===== config.mk =====
export PLATFORM = sky130hd
export DESIGN_NAME = interpolation_search_engine_core
export DESIGN_NICKNAME = d
export VERILOG_FILES = /design/src/rtl/ise_pkg.sv /design/src/rtl/ise_ram.sv /design/src/rtl/ise_div.sv /design/src/rtl/ise_seq.sv /design/src/rtl/interpolation_search_engine_core.sv
export SDC_FILE = /design/constraint.sdc
export NUM_CORES = 2
export LEC_CHECK = 0
export BUFFER_PORTS_ARGS = -buffer_cell sky130_fd_sc_hd__buf_2
export CORE_MARGIN = 5
export CORE_UTILIZATION = 60
export DETAILED_ROUTE_END_ITERATION = 6
export PLACE_DENSITY = 0.78
export SYNTH_ARGS = -nofsm -noshare
export SYNTH_HDL_FRONTEND = slang
export SYNTH_SLANG_ARGS = --single-unit

===== constraint.sdc =====
create_clock -name clk -period 5.85 [get_ports clk]
set_clock_uncertainty 0.1 [all_clocks]
set_input_delay 0.585 -clock clk [delete_from_list [all_inputs] [get_ports clk]]
set_output_delay 0.585 -clock clk [all_outputs]
set_load 0.02 [all_outputs]

===== src/rtl/ise_pkg.sv =====
// ----------------------------------------------------------------------------
// ise_pkg
// Shared types, codes and sizes of the interpolation search engine.
// ----------------------------------------------------------------------------
`default_nettype none

package ise_pkg;

  // Table size and the widths that follow from it
  localparam int TABLE_DEPTH = 32;
  localparam int IDX_W       = $clog2(TABLE_DEPTH);
  // Signed bound: low runs up to the depth, high down to minus one
  localparam int BND_W       = IDX_W + 2;
  localparam int KEY_W       = 32;
  // Dividend of a probe: key offset times index span
  localparam int NUM_W       = KEY_W + IDX_W;
  // Step counter of the serial divider
  localparam int DCNT_W      = $clog2(IDX_W + 1);

  // Fixed field widths
  localparam int ENTRY_IDX_W = 5;
  localparam int POS_W       = 5;
  localparam int CFG_W       = 6;

  // Configuration port
  localparam int APB_DATA_W  = 32;
  localparam int APB_ADDR_W  = 3;
  localparam logic [CFG_W-1:0] ENTRIES_RESET = 6'd32;
  localparam logic             REG_ENTRIES   = 1'b0;

  // Item commands
  localparam logic CMD_WRITE  = 1'b0;
  localparam logic CMD_SEARCH = 1'b1;

  typedef struct packed {
    logic                     cmd;
    logic [ENTRY_IDX_W-1:0]   entry_index;
    logic signed [KEY_W-1:0]  key_value;
  } in_item_t;

  typedef struct packed {
    logic             found;
    logic [POS_W-1:0] position;
  } out_item_t;

  // Divider request and response
  typedef struct packed {
    logic             start;
    logic [NUM_W-1:0] numer;
    logic [KEY_W-1:0] denom;
  } div_req_t;

  typedef struct packed {
    logic             done;
    logic [IDX_W-1:0] quot;
  } div_rsp_t;

endpackage

`default_nettype wire


===== src/rtl/ise_ram.sv =====
// ----------------------------------------------------------------------------
// ise_ram
// Generic single-write, single-read synchronous RAM with registered read.
// ----------------------------------------------------------------------------
`default_nettype none

module ise_ram #(
  parameter int WIDTH = 32,
  parameter int DEPTH = 32
) (
  input  wire logic                     clk,
  input  wire logic                     we,
  input  wire logic [$clog2(DEPTH)-1:0] waddr,
  input  wire logic [WIDTH-1:0]         wdata,
  input  wire logic [$clog2(DEPTH)-1:0] raddr,
  output logic      [WIDTH-1:0]         rdata
);

  logic [WIDTH-1:0] mem_r [DEPTH];
  logic [WIDTH-1:0] rdata_r;

  // Write port and registered read port
  always_ff @(posedge clk) begin
    if (we) begin
      mem_r[waddr] <= wdata;
    end
    rdata_r <= mem_r[raddr];
  end

  assign rdata = rdata_r;

endmodule

`default_nettype wire


===== src/rtl/ise_div.sv =====
// ----------------------------------------------------------------------------
// ise_div
// Restoring divider for the probe offset, one quotient bit per cycle.
// ----------------------------------------------------------------------------
`default_nettype none

module ise_div (
  input  wire logic              clk,
  input  wire logic              rst_n,
  input  wire ise_pkg::div_req_t req,
  output ise_pkg::div_rsp_t      rsp
);

  import ise_pkg::*;

  // The quotient never exceeds the index span, so IDX_W bits suffice
  logic [NUM_W-1:0]  rem_r, rem_nxt;
  logic [NUM_W-1:0]  dsh_r, dsh_nxt;
  logic [IDX_W-1:0]  quot_r, quot_nxt;
  logic [DCNT_W-1:0] cnt_r, cnt_nxt;
  logic              run_r, run_nxt;
  logic              done_r, done_nxt;
  logic              ge;

  assign ge = (rem_r >= dsh_r);

  // One compare and subtract a step
  always_comb begin
    rem_nxt  = rem_r;
    dsh_nxt  = dsh_r;
    quot_nxt = quot_r;
    cnt_nxt  = cnt_r;
    run_nxt  = run_r;
    done_nxt = 1'b0;
    if (req.start) begin
      rem_nxt  = req.numer;
      dsh_nxt  = NUM_W'(req.denom) << (IDX_W - 1);
      quot_nxt = '0;
      cnt_nxt  = DCNT_W'(IDX_W);
      run_nxt  = 1'b1;
    end else if (run_r) begin
      if (ge) begin
        rem_nxt = rem_r - dsh_r;
      end
      quot_nxt = (quot_r << 1) | IDX_W'(ge);
      dsh_nxt  = dsh_r >> 1;
      cnt_nxt  = cnt_r - DCNT_W'(1);
      if (cnt_r == DCNT_W'(1)) begin
        run_nxt  = 1'b0;
        done_nxt = 1'b1;
      end
    end
  end

  always_ff @(posedge clk) begin
    if (!rst_n) begin
      run_r  <= 1'b0;
      done_r <= 1'b0;
      cnt_r  <= '0;
    end else begin
      run_r  <= run_nxt;
      done_r <= done_nxt;
      cnt_r  <= cnt_nxt;
    end
    rem_r  <= rem_nxt;
    dsh_r  <= dsh_nxt;
    quot_r <= quot_nxt;
  end

  assign rsp.done = done_r;
  assign rsp.quot = quot_r;

endmodule

`default_nettype wire


===== src/rtl/ise_seq.sv =====
// ----------------------------------------------------------------------------
// ise_seq
// Item sequencer: table writes, and the probe loop of a search over the RAM.
// ----------------------------------------------------------------------------
`default_nettype none

module ise_seq (
  input  wire logic                       clk,
  input  wire logic                       rst_n,
  input  wire logic                       start,
  output logic                            busy,
  input  wire ise_pkg::in_item_t          in_item,
  output logic                            out_valid,
  output ise_pkg::out_item_t              out_item,
  input  wire logic [ise_pkg::CFG_W-1:0]  entries,
  output logic                            ram_we,
  output logic [ise_pkg::IDX_W-1:0]       ram_waddr,
  output logic [ise_pkg::KEY_W-1:0]       ram_wdata,
  output logic [ise_pkg::IDX_W-1:0]       ram_raddr,
  input  wire logic [ise_pkg::KEY_W-1:0]  ram_rdata,
  output ise_pkg::div_req_t               div_req,
  input  wire ise_pkg::div_rsp_t          div_rsp
);

  import ise_pkg::*;

  typedef enum logic [3:0] {
    S_IDLE,
    S_CHECK,
    S_HI,
    S_TEST,
    S_MUL,
    S_DIVST,
    S_DWAIT,
    S_PRB,
    S_PCMP
  } state_t;

  state_t                  state_r, state_nxt;
  logic signed [KEY_W-1:0] key_r, key_nxt;
  logic signed [BND_W-1:0] low_r, low_nxt;
  logic signed [BND_W-1:0] high_r, high_nxt;
  logic signed [BND_W-1:0] probe_r, probe_nxt;
  logic signed [KEY_W-1:0] tl_r, tl_nxt;
  logic [KEY_W-1:0]        diff_r, diff_nxt;
  logic [KEY_W-1:0]        denom_r, denom_nxt;
  logic [IDX_W-1:0]        span_r, span_nxt;
  logic [NUM_W-1:0]        numer_r, numer_nxt;
  logic                    out_valid_r, out_valid_nxt;
  out_item_t               out_item_r, out_item_nxt;

  logic                    accept;
  logic signed [BND_W-1:0] count;
  logic signed [KEY_W-1:0] rd_key;

  assign busy   = (state_r != S_IDLE);
  assign accept = start && !busy;
  assign rd_key = $signed(ram_rdata);

  // Covered entries, saturated at the table depth
  assign count = (int'(entries) > TABLE_DEPTH) ? BND_W'(TABLE_DEPTH) : BND_W'(entries);

  // Table writes go straight to the RAM in the accept cycle
  assign ram_we    = accept && (in_item.cmd == CMD_WRITE) &&
                     (int'(in_item.entry_index) < TABLE_DEPTH);
  assign ram_waddr = IDX_W'(in_item.entry_index);
  assign ram_wdata = in_item.key_value;

  // Read address per state: low bound, high bound, then the probe
  always_comb begin
    case (state_r)
      S_CHECK: ram_raddr = IDX_W'(low_r);
      S_HI:    ram_raddr = IDX_W'(high_r);
      S_PRB:   ram_raddr = IDX_W'(probe_r);
      default: ram_raddr = IDX_W'(probe_r);
    endcase
  end

  assign div_req.start = (state_r == S_DIVST);
  assign div_req.numer = numer_r;
  assign div_req.denom = denom_r;

  // Search sequencing
  always_comb begin
    state_nxt     = state_r;
    key_nxt       = key_r;
    low_nxt       = low_r;
    high_nxt      = high_r;
    probe_nxt     = probe_r;
    tl_nxt        = tl_r;
    diff_nxt      = diff_r;
    denom_nxt     = denom_r;
    span_nxt      = span_r;
    numer_nxt     = numer_r;
    out_valid_nxt = 1'b0;
    out_item_nxt  = out_item_r;
    case (state_r)
      S_IDLE: begin
        if (accept && (in_item.cmd == CMD_SEARCH)) begin
          key_nxt   = in_item.key_value;
          low_nxt   = '0;
          high_nxt  = count - BND_W'(1);
          state_nxt = S_CHECK;
        end
      end
      S_CHECK: begin
        // bounds crossed: absent
        if (low_r > high_r) begin
          out_valid_nxt = 1'b1;
          out_item_nxt  = '0;
          state_nxt     = S_IDLE;
        end else begin
          state_nxt = S_HI;
        end
      end
      S_HI: begin
        tl_nxt    = rd_key;
        state_nxt = S_TEST;
      end
      S_TEST: begin
        // key outside t[low]..t[high]: absent
        if ((key_r < tl_r) || (key_r > rd_key)) begin
          out_valid_nxt = 1'b1;
          out_item_nxt  = '0;
          state_nxt     = S_IDLE;
        end else if (rd_key == tl_r) begin
          // flat range: probe the low bound
          probe_nxt = low_r;
          state_nxt = S_PRB;
        end else begin
          // both differences are non-negative and fit 32 unsigned bits
          diff_nxt  = key_r - tl_r;
          denom_nxt = rd_key - tl_r;
          span_nxt  = IDX_W'(high_r - low_r);
          state_nxt = S_MUL;
        end
      end
      S_MUL: begin
        numer_nxt = NUM_W'(diff_r) * NUM_W'(span_r);
        state_nxt = S_DIVST;
      end
      S_DIVST: begin
        state_nxt = S_DWAIT;
      end
      S_DWAIT: begin
        // quotient stays within the span, so the probe lies in low..high
        if (div_rsp.done) begin
          probe_nxt = low_r + BND_W'(div_rsp.quot);
          state_nxt = S_PRB;
        end
      end
      S_PRB: begin
        state_nxt = S_PCMP;
      end
      S_PCMP: begin
        if (rd_key == key_r) begin
          out_valid_nxt         = 1'b1;
          out_item_nxt.found    = 1'b1;
          out_item_nxt.position = POS_W'(probe_r);
          state_nxt             = S_IDLE;
        end else if (rd_key < key_r) begin
          low_nxt   = probe_r + BND_W'(1);
          state_nxt = S_CHECK;
        end else begin
          high_nxt  = probe_r - BND_W'(1);
          state_nxt = S_CHECK;
        end
      end
      default: begin
        state_nxt = S_IDLE;
      end
    endcase
  end

  // State and registered outputs
  always_ff @(posedge clk) begin
    if (!rst_n) begin
      state_r     <= S_IDLE;
      out_valid_r <= 1'b0;
    end else begin
      state_r     <= state_nxt;
      out_valid_r <= out_valid_nxt;
    end
    key_r      <= key_nxt;
    low_r      <= low_nxt;
    high_r     <= high_nxt;
    probe_r    <= probe_nxt;
    tl_r       <= tl_nxt;
    diff_r     <= diff_nxt;
    denom_r    <= denom_nxt;
    span_r     <= span_nxt;
    numer_r    <= numer_nxt;
    out_item_r <= out_item_nxt;
  end

  assign out_valid = out_valid_r;
  assign out_item  = out_item_r;

endmodule

`default_nettype wire


===== src/rtl/interpolation_search_engine_core.sv =====
// ----------------------------------------------------------------------------
// interpolation_search_engine_core
// Interpolation search over a RAM table of ascending signed 32-bit keys.
// ----------------------------------------------------------------------------
// An item is taken when start is high and busy is low. A write item stores
// key_value at entry_index directly in the RAM, busy stays low and no result
// follows. A search item raises busy and gives exactly one result, shown for
// a single cycle with out_valid high; the receiver cannot hold it off, so it
// must be captured in that cycle. A search runs one probe after another: each
// probe makes three reads through the single RAM read port and, unless the
// bounds hold equal keys, waits on the serial divider, which yields one
// quotient bit per cycle. Table entries hold nothing useful until written,
// so load entries 0 to entries_in_use-1 before searching. entries_in_use
// sits at byte address 0 of the configuration port; write it only while the
// block is idle, which the block itself does not enforce.
// ----------------------------------------------------------------------------
`default_nettype none

module interpolation_search_engine_core (
  input  wire logic                              clk,
  input  wire logic                              rst_n,
  input  wire logic                              start,
  output logic                                   busy,
  input  wire ise_pkg::in_item_t                 in_item,
  output logic                                   out_valid,
  output ise_pkg::out_item_t                     out_item,
  input  wire logic                              psel,
  input  wire logic                              penable,
  input  wire logic                              pwrite,
  input  wire logic [ise_pkg::APB_ADDR_W-1:0]    paddr,
  input  wire logic [ise_pkg::APB_DATA_W-1:0]    pwdata,
  output logic [ise_pkg::APB_DATA_W-1:0]         prdata,
  output logic                                   pready
);

  import ise_pkg::*;

  logic [CFG_W-1:0] entries_r;
  logic             cfg_wr;
  logic             reg_sel;
  logic             ram_we;
  logic [IDX_W-1:0] ram_waddr;
  logic [KEY_W-1:0] ram_wdata;
  logic [IDX_W-1:0] ram_raddr;
  logic [KEY_W-1:0] ram_rdata;
  div_req_t         div_req;
  div_rsp_t         div_rsp;

  // Configuration register
  assign pready  = 1'b1;
  assign reg_sel = (paddr[2] == REG_ENTRIES);
  assign cfg_wr  = psel && penable && pwrite && pready && reg_sel;

  always_ff @(posedge clk) begin
    if (!rst_n) begin
      entries_r <= ENTRIES_RESET;
    end else if (cfg_wr) begin
      entries_r <= pwdata[CFG_W-1:0];
    end
  end

  assign prdata = reg_sel ? APB_DATA_W'(entries_r) : '0;

  // Key table
  ise_ram #(
    .WIDTH (KEY_W),
    .DEPTH (TABLE_DEPTH)
  ) u_ram (
    .clk   (clk),
    .we    (ram_we),
    .waddr (ram_waddr),
    .wdata (ram_wdata),
    .raddr (ram_raddr),
    .rdata (ram_rdata)
  );

  // Probe divider
  ise_div u_div (
    .clk   (clk),
    .rst_n (rst_n),
    .req   (div_req),
    .rsp   (div_rsp)
  );

  // Sequencer
  ise_seq u_seq (
    .clk       (clk),
    .rst_n     (rst_n),
    .start     (start),
    .busy      (busy),
    .in_item   (in_item),
    .out_valid (out_valid),
    .out_item  (out_item),
    .entries   (entries_r),
    .ram_we    (ram_we),
    .ram_waddr (ram_waddr),
    .ram_wdata (ram_wdata),
    .ram_raddr (ram_raddr),
    .ram_rdata (ram_rdata),
    .div_req   (div_req),
    .div_rsp   (div_rsp)
  );

endmodule

`default_nettype wire


* Word level (Yosys, flattened, before mapping) *
Memory sizes are Yosys's and may differ from the RTL's. A register that Yosys moved wholly into a read port is not among the register bits.
Index checks and enable logic that the tools add are counted.

storage, ports and cells
  input port bits = 79
  output and inout port bits = 41
  register bits after elaboration = 291
  word-level logic and storage cells = 135
  memories = 1
  memory bits (writable) = 1024

cells by class
  magnitude comparators = 6
  multipliers = 1
  reduce and logical (&&, ||, !) cells = 25
  bitwise gates (word level) = 7
  add/sub/neg operators = 9
  muxes and demuxes = 43
  eq/ne operators = 21

memories
  memory       depth  width  rd ports  clocked after Yosys merged registers in  write ports  RTL line       RTL
  u_ram.mem_r  32     32     1         1                                        1            ise_ram.sv:19  logic [WIDTH-1:0] mem_r [DEPTH];

operators by type and width
  kind                 count
  $mux 37              3
  $mux 36              2
  $eq 32x32->1         2
  $lt 32x32->1         2
  $sub 32x32->32       2
  $mux 7               9
  $pmux 7 s2           3
  $ge 37x36->1         1
  $mul 32x5->37        1
  $sub 37x36->37       1
  $pmux 4 s9           1
  $gt 32x32->1         1
  $mux 6               5
  $pmux 6 s3           1
  $eq 4x3->1 const B   4
  $reduce_and 4->1     4
  $sub 7x2->7 const B  2
  $mux 4               3
  $ne 2x1->1 const B   6
  $mux 1               10
  $pmux 5 s2           1
  $eq 4x2->1 const B   2
  $ne 2x2->1 const B   4
  $reduce_bool 2->1    4
  24 further kinds     38

* Logic depth before layout (Yosys ltp) *
  word-level depth = 6
  gate-level depth with buffers = 18
  gate-level depth less buffers = 17

* Modules after synthesis *
Synthesis repeated with hierarchy kept, for this count alone.

unflattened totals
  cell total of the unflattened synthesis = 4555
  area, all modules = 63133.0 um2

modules (own cells, without submodules)
  module                            area an instance (um2)  seq. area each (um2)  times used  cells each
  ise_ram                           40492.6                 31390.1               1           2260
  ise_seq                           16577.1                 6015.8                1           1646
  ise_div                           5545.3                  2352.3                1           587
  interpolation_search_engine_core  518.0                   120.1                 1           62

* Least setup slack after synthesis *
OpenSTA, ideal clock, no wires.

  path kind = reg2reg
  start = register u_seq.state_r[3]
  end = register u_seq.numer_r[0] (enable)
  setup time = 0.524 ns
  arrival time = 4.185 ns
  stages on the path, launching flop included = 3
  required time = 5.226 ns
  period minus slack after synthesis = 4.809 ns
  buffers on the path = 1
  slack = 1.041 ns
  cells stage by stage = dfxtp_1 -> clkbuf_1 -> nor4_1

between the ends
  cells in the longest elaborated chain, start to end = 1

ends and longest elaborated chain
  element                 RTL line        RTL
  from (decl)             ise_seq.sv:39   state_t state_r, state_nxt;
  from (signal assigned)  ise_seq.sv:181  state_r <= state_nxt;
  $eq 4x3->1              ise_seq.sv:97   case (state_r)
  to (signal assigned)    ise_seq.sv:192  numer_r <= numer_nxt;
  to (decl)               ise_seq.sv:48   logic [NUM_W-1:0] numer_r, numer_nxt;

Every way passes these cells.
A chain may end at the register's enable or synchronous reset.

* Worst setup path after layout *
  start = register u_seq.span_r[2]
  end = register u_seq.numer_r[25] (data pin)

between the ends
  cells in the longest elaborated chain, start to end = 1

ends and longest elaborated chain
  element                 RTL line        RTL
  from (decl)             ise_seq.sv:47   logic [IDX_W-1:0] span_r, span_nxt;
  from (signal assigned)  ise_seq.sv:191  span_r <= span_nxt;
  $mul 32x5->37           ise_seq.sv:139  numer_nxt = NUM_W'(diff_r) * NUM_W'(span_r);

Every way passes these cells.

==> results.json <==
{
  "fin_tns_setup_ps": 0,
  "antenna_left": 0,
  "yosysSeqAreaShare_pct": 62.68,
  "grt_pass1_wl_mm": 239.6,
  "vdd_ir_drop_max_mv": 0.3055,
  "die_h_um": 335.6,
  "drc": 0,
  "nets": 5763,
  "synth_top_area_share_pct": 60.89,
  "syn2layout_area_growth_pct": 10.04,
  "routed_wl_mm": 157.9,
  "ys_seq_elements": 1347,
  "synth_area_leader_cell": "edfxtp_1",
  "tritoncts": "yes",
  "numCtsBuffers": 137,
  "hold_viol_final": 0,
  "cp_common_cell": "fa_1",
  "dieWidth_um": 335.6,
  "yosys.area_share.xor_xnor_pct": 1.859,
  "p_leak_nw": 26.29,
  "synth_edf_count": 1290,
  "dp_hpwl_mm": 97.67,
  "setup_violations": 0,
  "start_util_pct": 60.44,
  "core_area_um2": 105300,
  "clockBufferDepth": 3,
  "drv_slew": 0,
  "root_buffer": "clkbuf_16",
  "switching_share_pct": 28.52,
  "synthAdderAreaFrac_pct": 6.844,
  "io_buffers": 64,
  "clkPwrFrac_pct": 35.1,
  "worstPathMaxFanout": 28,
  "p_sw_mw": 6.854,
  "htreeDepth": 4,
  "rsz0062_at_grt": "false",
  "viasPerCell": 6.205,
  "whs_ps": 82.81,
  "tightestPinTransition_ps": 1312,
  "power_density_nw_per_um2": 343.2,
  "p_seq_share_pct": 46.1,
  "synth_top_family_by_area": "simple AND/OR/NAND/NOR gates",
  "io_pins": 120,
  "clk_pin_slew_ps": 60,
  "async_flop_share_pct": 0,
  "wl_per_cell_um": 22.87,
  "timing.final.crit_share_pct": 94.11,
  "synth-simple-area-share_pct": 15.87,
  "rows": 119,
  "synth_area_per_cell_um2": 11.88,
  "intPower_mw": 17.17,
  "fp.dieArea_um2": 112600,
  "synth_warnings": 0,
  "postSynthCellCount": 5354,
  "post_cts_resized": 0,
  "grt-ovfl-total": 0,
  "max_stage_delay_ps": 850,
  "relSlewSlack_pct": 12.31,
  "setup_ws_ps": 344.4,
  "synth_area_leaders": "edfxtp_1 (61%), nand2_1 (7.3%), ha_1 (3.9%)",
  "grt_pass1_vias": 41580,
  "arrival_ps": 5910,
  "synth-main-ff-cell": "edfxtp_1",
  "drtPass1Iterations": 6,
  "pre_cts_ws_ps": 243.2,
  "comb_power_share_pct": 18.8,
  "yosysUniqueCellTypes": 77,
  "startpoint_type": "flop",
  "worst-setup-path-type": "reg -> reg",
  "layout_min_cycle_time_ps": 5506,
  "max_freq_mhz": 181.6,
  "endpoint_kind": "flop",
  "synth_compound_area_share_pct": 8.394,
  "crit_slowest_cell": "edfxtp_1",
  "synth_mux_area_share_pct": 0.2694,
  "grt_max_degree": 98,
  "drive_gt1_share_pct": 7.920,
  "clock_sinks": 1347,
  "worstPathCellList": "and2_1 > fa_1 > fa_1 > inv_1 > fa_1 > inv_1 > ha_1 > a21o_1 > a31oi_1 > o22ai_1 > a211o_1 > a21boi_0 > o21ai_0 > a2111oi_0 > nor3_1 > xor2_1",
  "insertion_delay_ps": 750,
  "synth_area_um2": 63620,
  "via_count": 42840,
  "place_congestion": 0.8849,
  "hold_path.class": "in -> reg",
  "run_status": "finished, final reports clean",
  "antenna_found_initial": 10,
  "max_cap_violations": 0,
  "cp.required_ps": 6250,
  "drt_iter0_markers": 5175,
  "grtUsageTotal_pct": 27.46
}
## stage by stage
| stage | power (mW) | instances | util [%] | cell area (µm²) |
|---|---|---|---|---|
| after floorplan | 14.28 | 5379 | - | 63710 |
| after global placement | 15.56 | 6637 | 62.30 | 65580 |
| after detailed placement | 15.67 | 6637 | 62.30 | 65580 |
| after CTS | 24.02 | 6895 | 66.47 | 69980 |
| after global routing | 24.92 | 6898 | 66.49 | 69990 |
| final | 24.03 | 6904 | 66.50 | 70010 |
## metal layers
layer  track usage (%)  vias to the layer above  wire (µm)
li1                  -                    19330          -
met1             36.60                    20820      59800
met2             45.82                     2264      76900
met3             4.883                      423      14960
met4             10.15                        2       6191
met5                 0                        -         13
## critical path: cells and delay by family, from the launching register on
kind,cells,cell delay (ps)
compound gates,7,1940
fa+ha+maj,4,1730
flops,1,850
simple gates,2,380
xor+xnor,1,150
buf+inv,2,100
## layout make-up
type                    instances  area (µm²)
diodes                          8       20.02
multi-input cells            3452       21560
well taps                    1391        1740
flip-flops and latches       1347       39880
inverters                     276        1036
clock inverters                66       566.8
clock buffers                 185        3762
repair buffers                179        1443
fillers                      7383       35260
## cells in the final DEF (no fill, tap or decap), types with 29 or more instances in the layout
cell,Yosys,final
buf_4,41,88
a21o_1,71,71
a21oi_1,151,151
a311oi_1,195,195
xor2_1,48,48
o21ai_0,86,86
edfxtp_1,1290,1290
inv_1,275,275
nor2b_1,41,41
and2_1,145,142
nor2_4,0,32
ha_1,196,196
nor2_1,153,121
o21a_1,29,29
dfxtp_1,57,56
fa_1,95,95
nand3_1,419,419
and3_1,146,146
o31ai_1,37,37
clkbuf_1,125,36
nand2_1,1238,1234
clkbuf_16,0,140
buf_2,111,64
xnor2_1,87,87
## logic make-up after synthesis
kind of cell               count (synthesis)
DFF                                     1347
xor gates and xnor gates                 135
AOI/OAI and AO/OA                        737
muxes                                     17
buffers and inverters                    580
adders and majority gates                291
and+or+nand+nor                         2245
other                                      2
## path summary, 6_finish.rpt
kind | from | endpoint | slack (ps) | cells past startpoint
worst min register to register | u_ram.rdata[13] | u_seq.tl_r[13] | 370 | 0
worst min-delay path | rst_n | u_seq.state_r[1] | 80 | 2
worst max-delay path | u_seq.span_r[2] | u_seq.numer_r[25] | 340 | 16
worst max register to register | u_seq.span_r[2] | u_seq.numer_r[25] | 340 | 16
## timing repair
item	in CTS	in global routing
buffers inserted	0	1
hold endpoints to repair	6	0
hold buffers	7	0
setup endpoints to repair	0	2
## cell usage after synthesis, drive strengths merged, types with 6 or more instances
cell type / count
a2111oi: 6
nand4: 13
and4: 7
xor2: 48
a31o: 6
inv: 276
buf: 178
edfxtp: 1290
or2: 6
nor2b: 41
xnor2: 87
nand2: 1238
a31oi: 18
a211o: 8
and2: 145
dfxtp: 57
o21a: 29
nor2: 154
a311oi: 195
o21ai: 92
fa: 95
nand2b: 24
ha: 196
mux2i: 16
nor3: 22
clkbuf: 126
nand3: 419
o31ai: 42
nor4: 11
o31a: 6
o311ai: 35
a21o: 71
a21boi: 7
and3: 146
a211oi: 16
o21bai: 10
a21oi: 151
## sequential cells by signal, indices dropped and copies added (netlist names), 3 cells and up
| name | count |
|---|---|
| u_seq.tl_r | 32 |
| entries_r | 6 |
| u_seq.high_r | 7 |
| u_seq.low_r | 7 |
| u_ram.mem_r | 1024 |
| u_seq.denom_r | 32 |
| u_div.cnt_r | 3 |
| u_seq.diff_r | 32 |
| u_seq.probe_r | 7 |
| u_seq.state_r | 4 |
| u_seq.numer_r | 37 |
| u_div.quot_r | 5 |
| u_div.dsh_r | 36 |
| u_seq.key_r | 32 |
| u_seq.out_item | 6 |
| u_seq.span_r | 5 |
| u_div.rem_r | 37 |
| u_ram.rdata | 32 |
## power groups by stage
| stage | clock, mW | sequential [mW] | combinational, mW |
|---|---|---|---|
| floorplan | 0 | 11.2 | 3.10 |
| global placement | 0 | 11.3 | 4.28 |
| detailed placement | 0 | 11.3 | 4.39 |
| CTS | 8.50 | 11.1 | 4.45 |
| global route | 8.93 | 11.1 | 4.90 |
| finish | 8.43 | 11.1 | 4.52 |
Power figures use the tool's default switching activity.
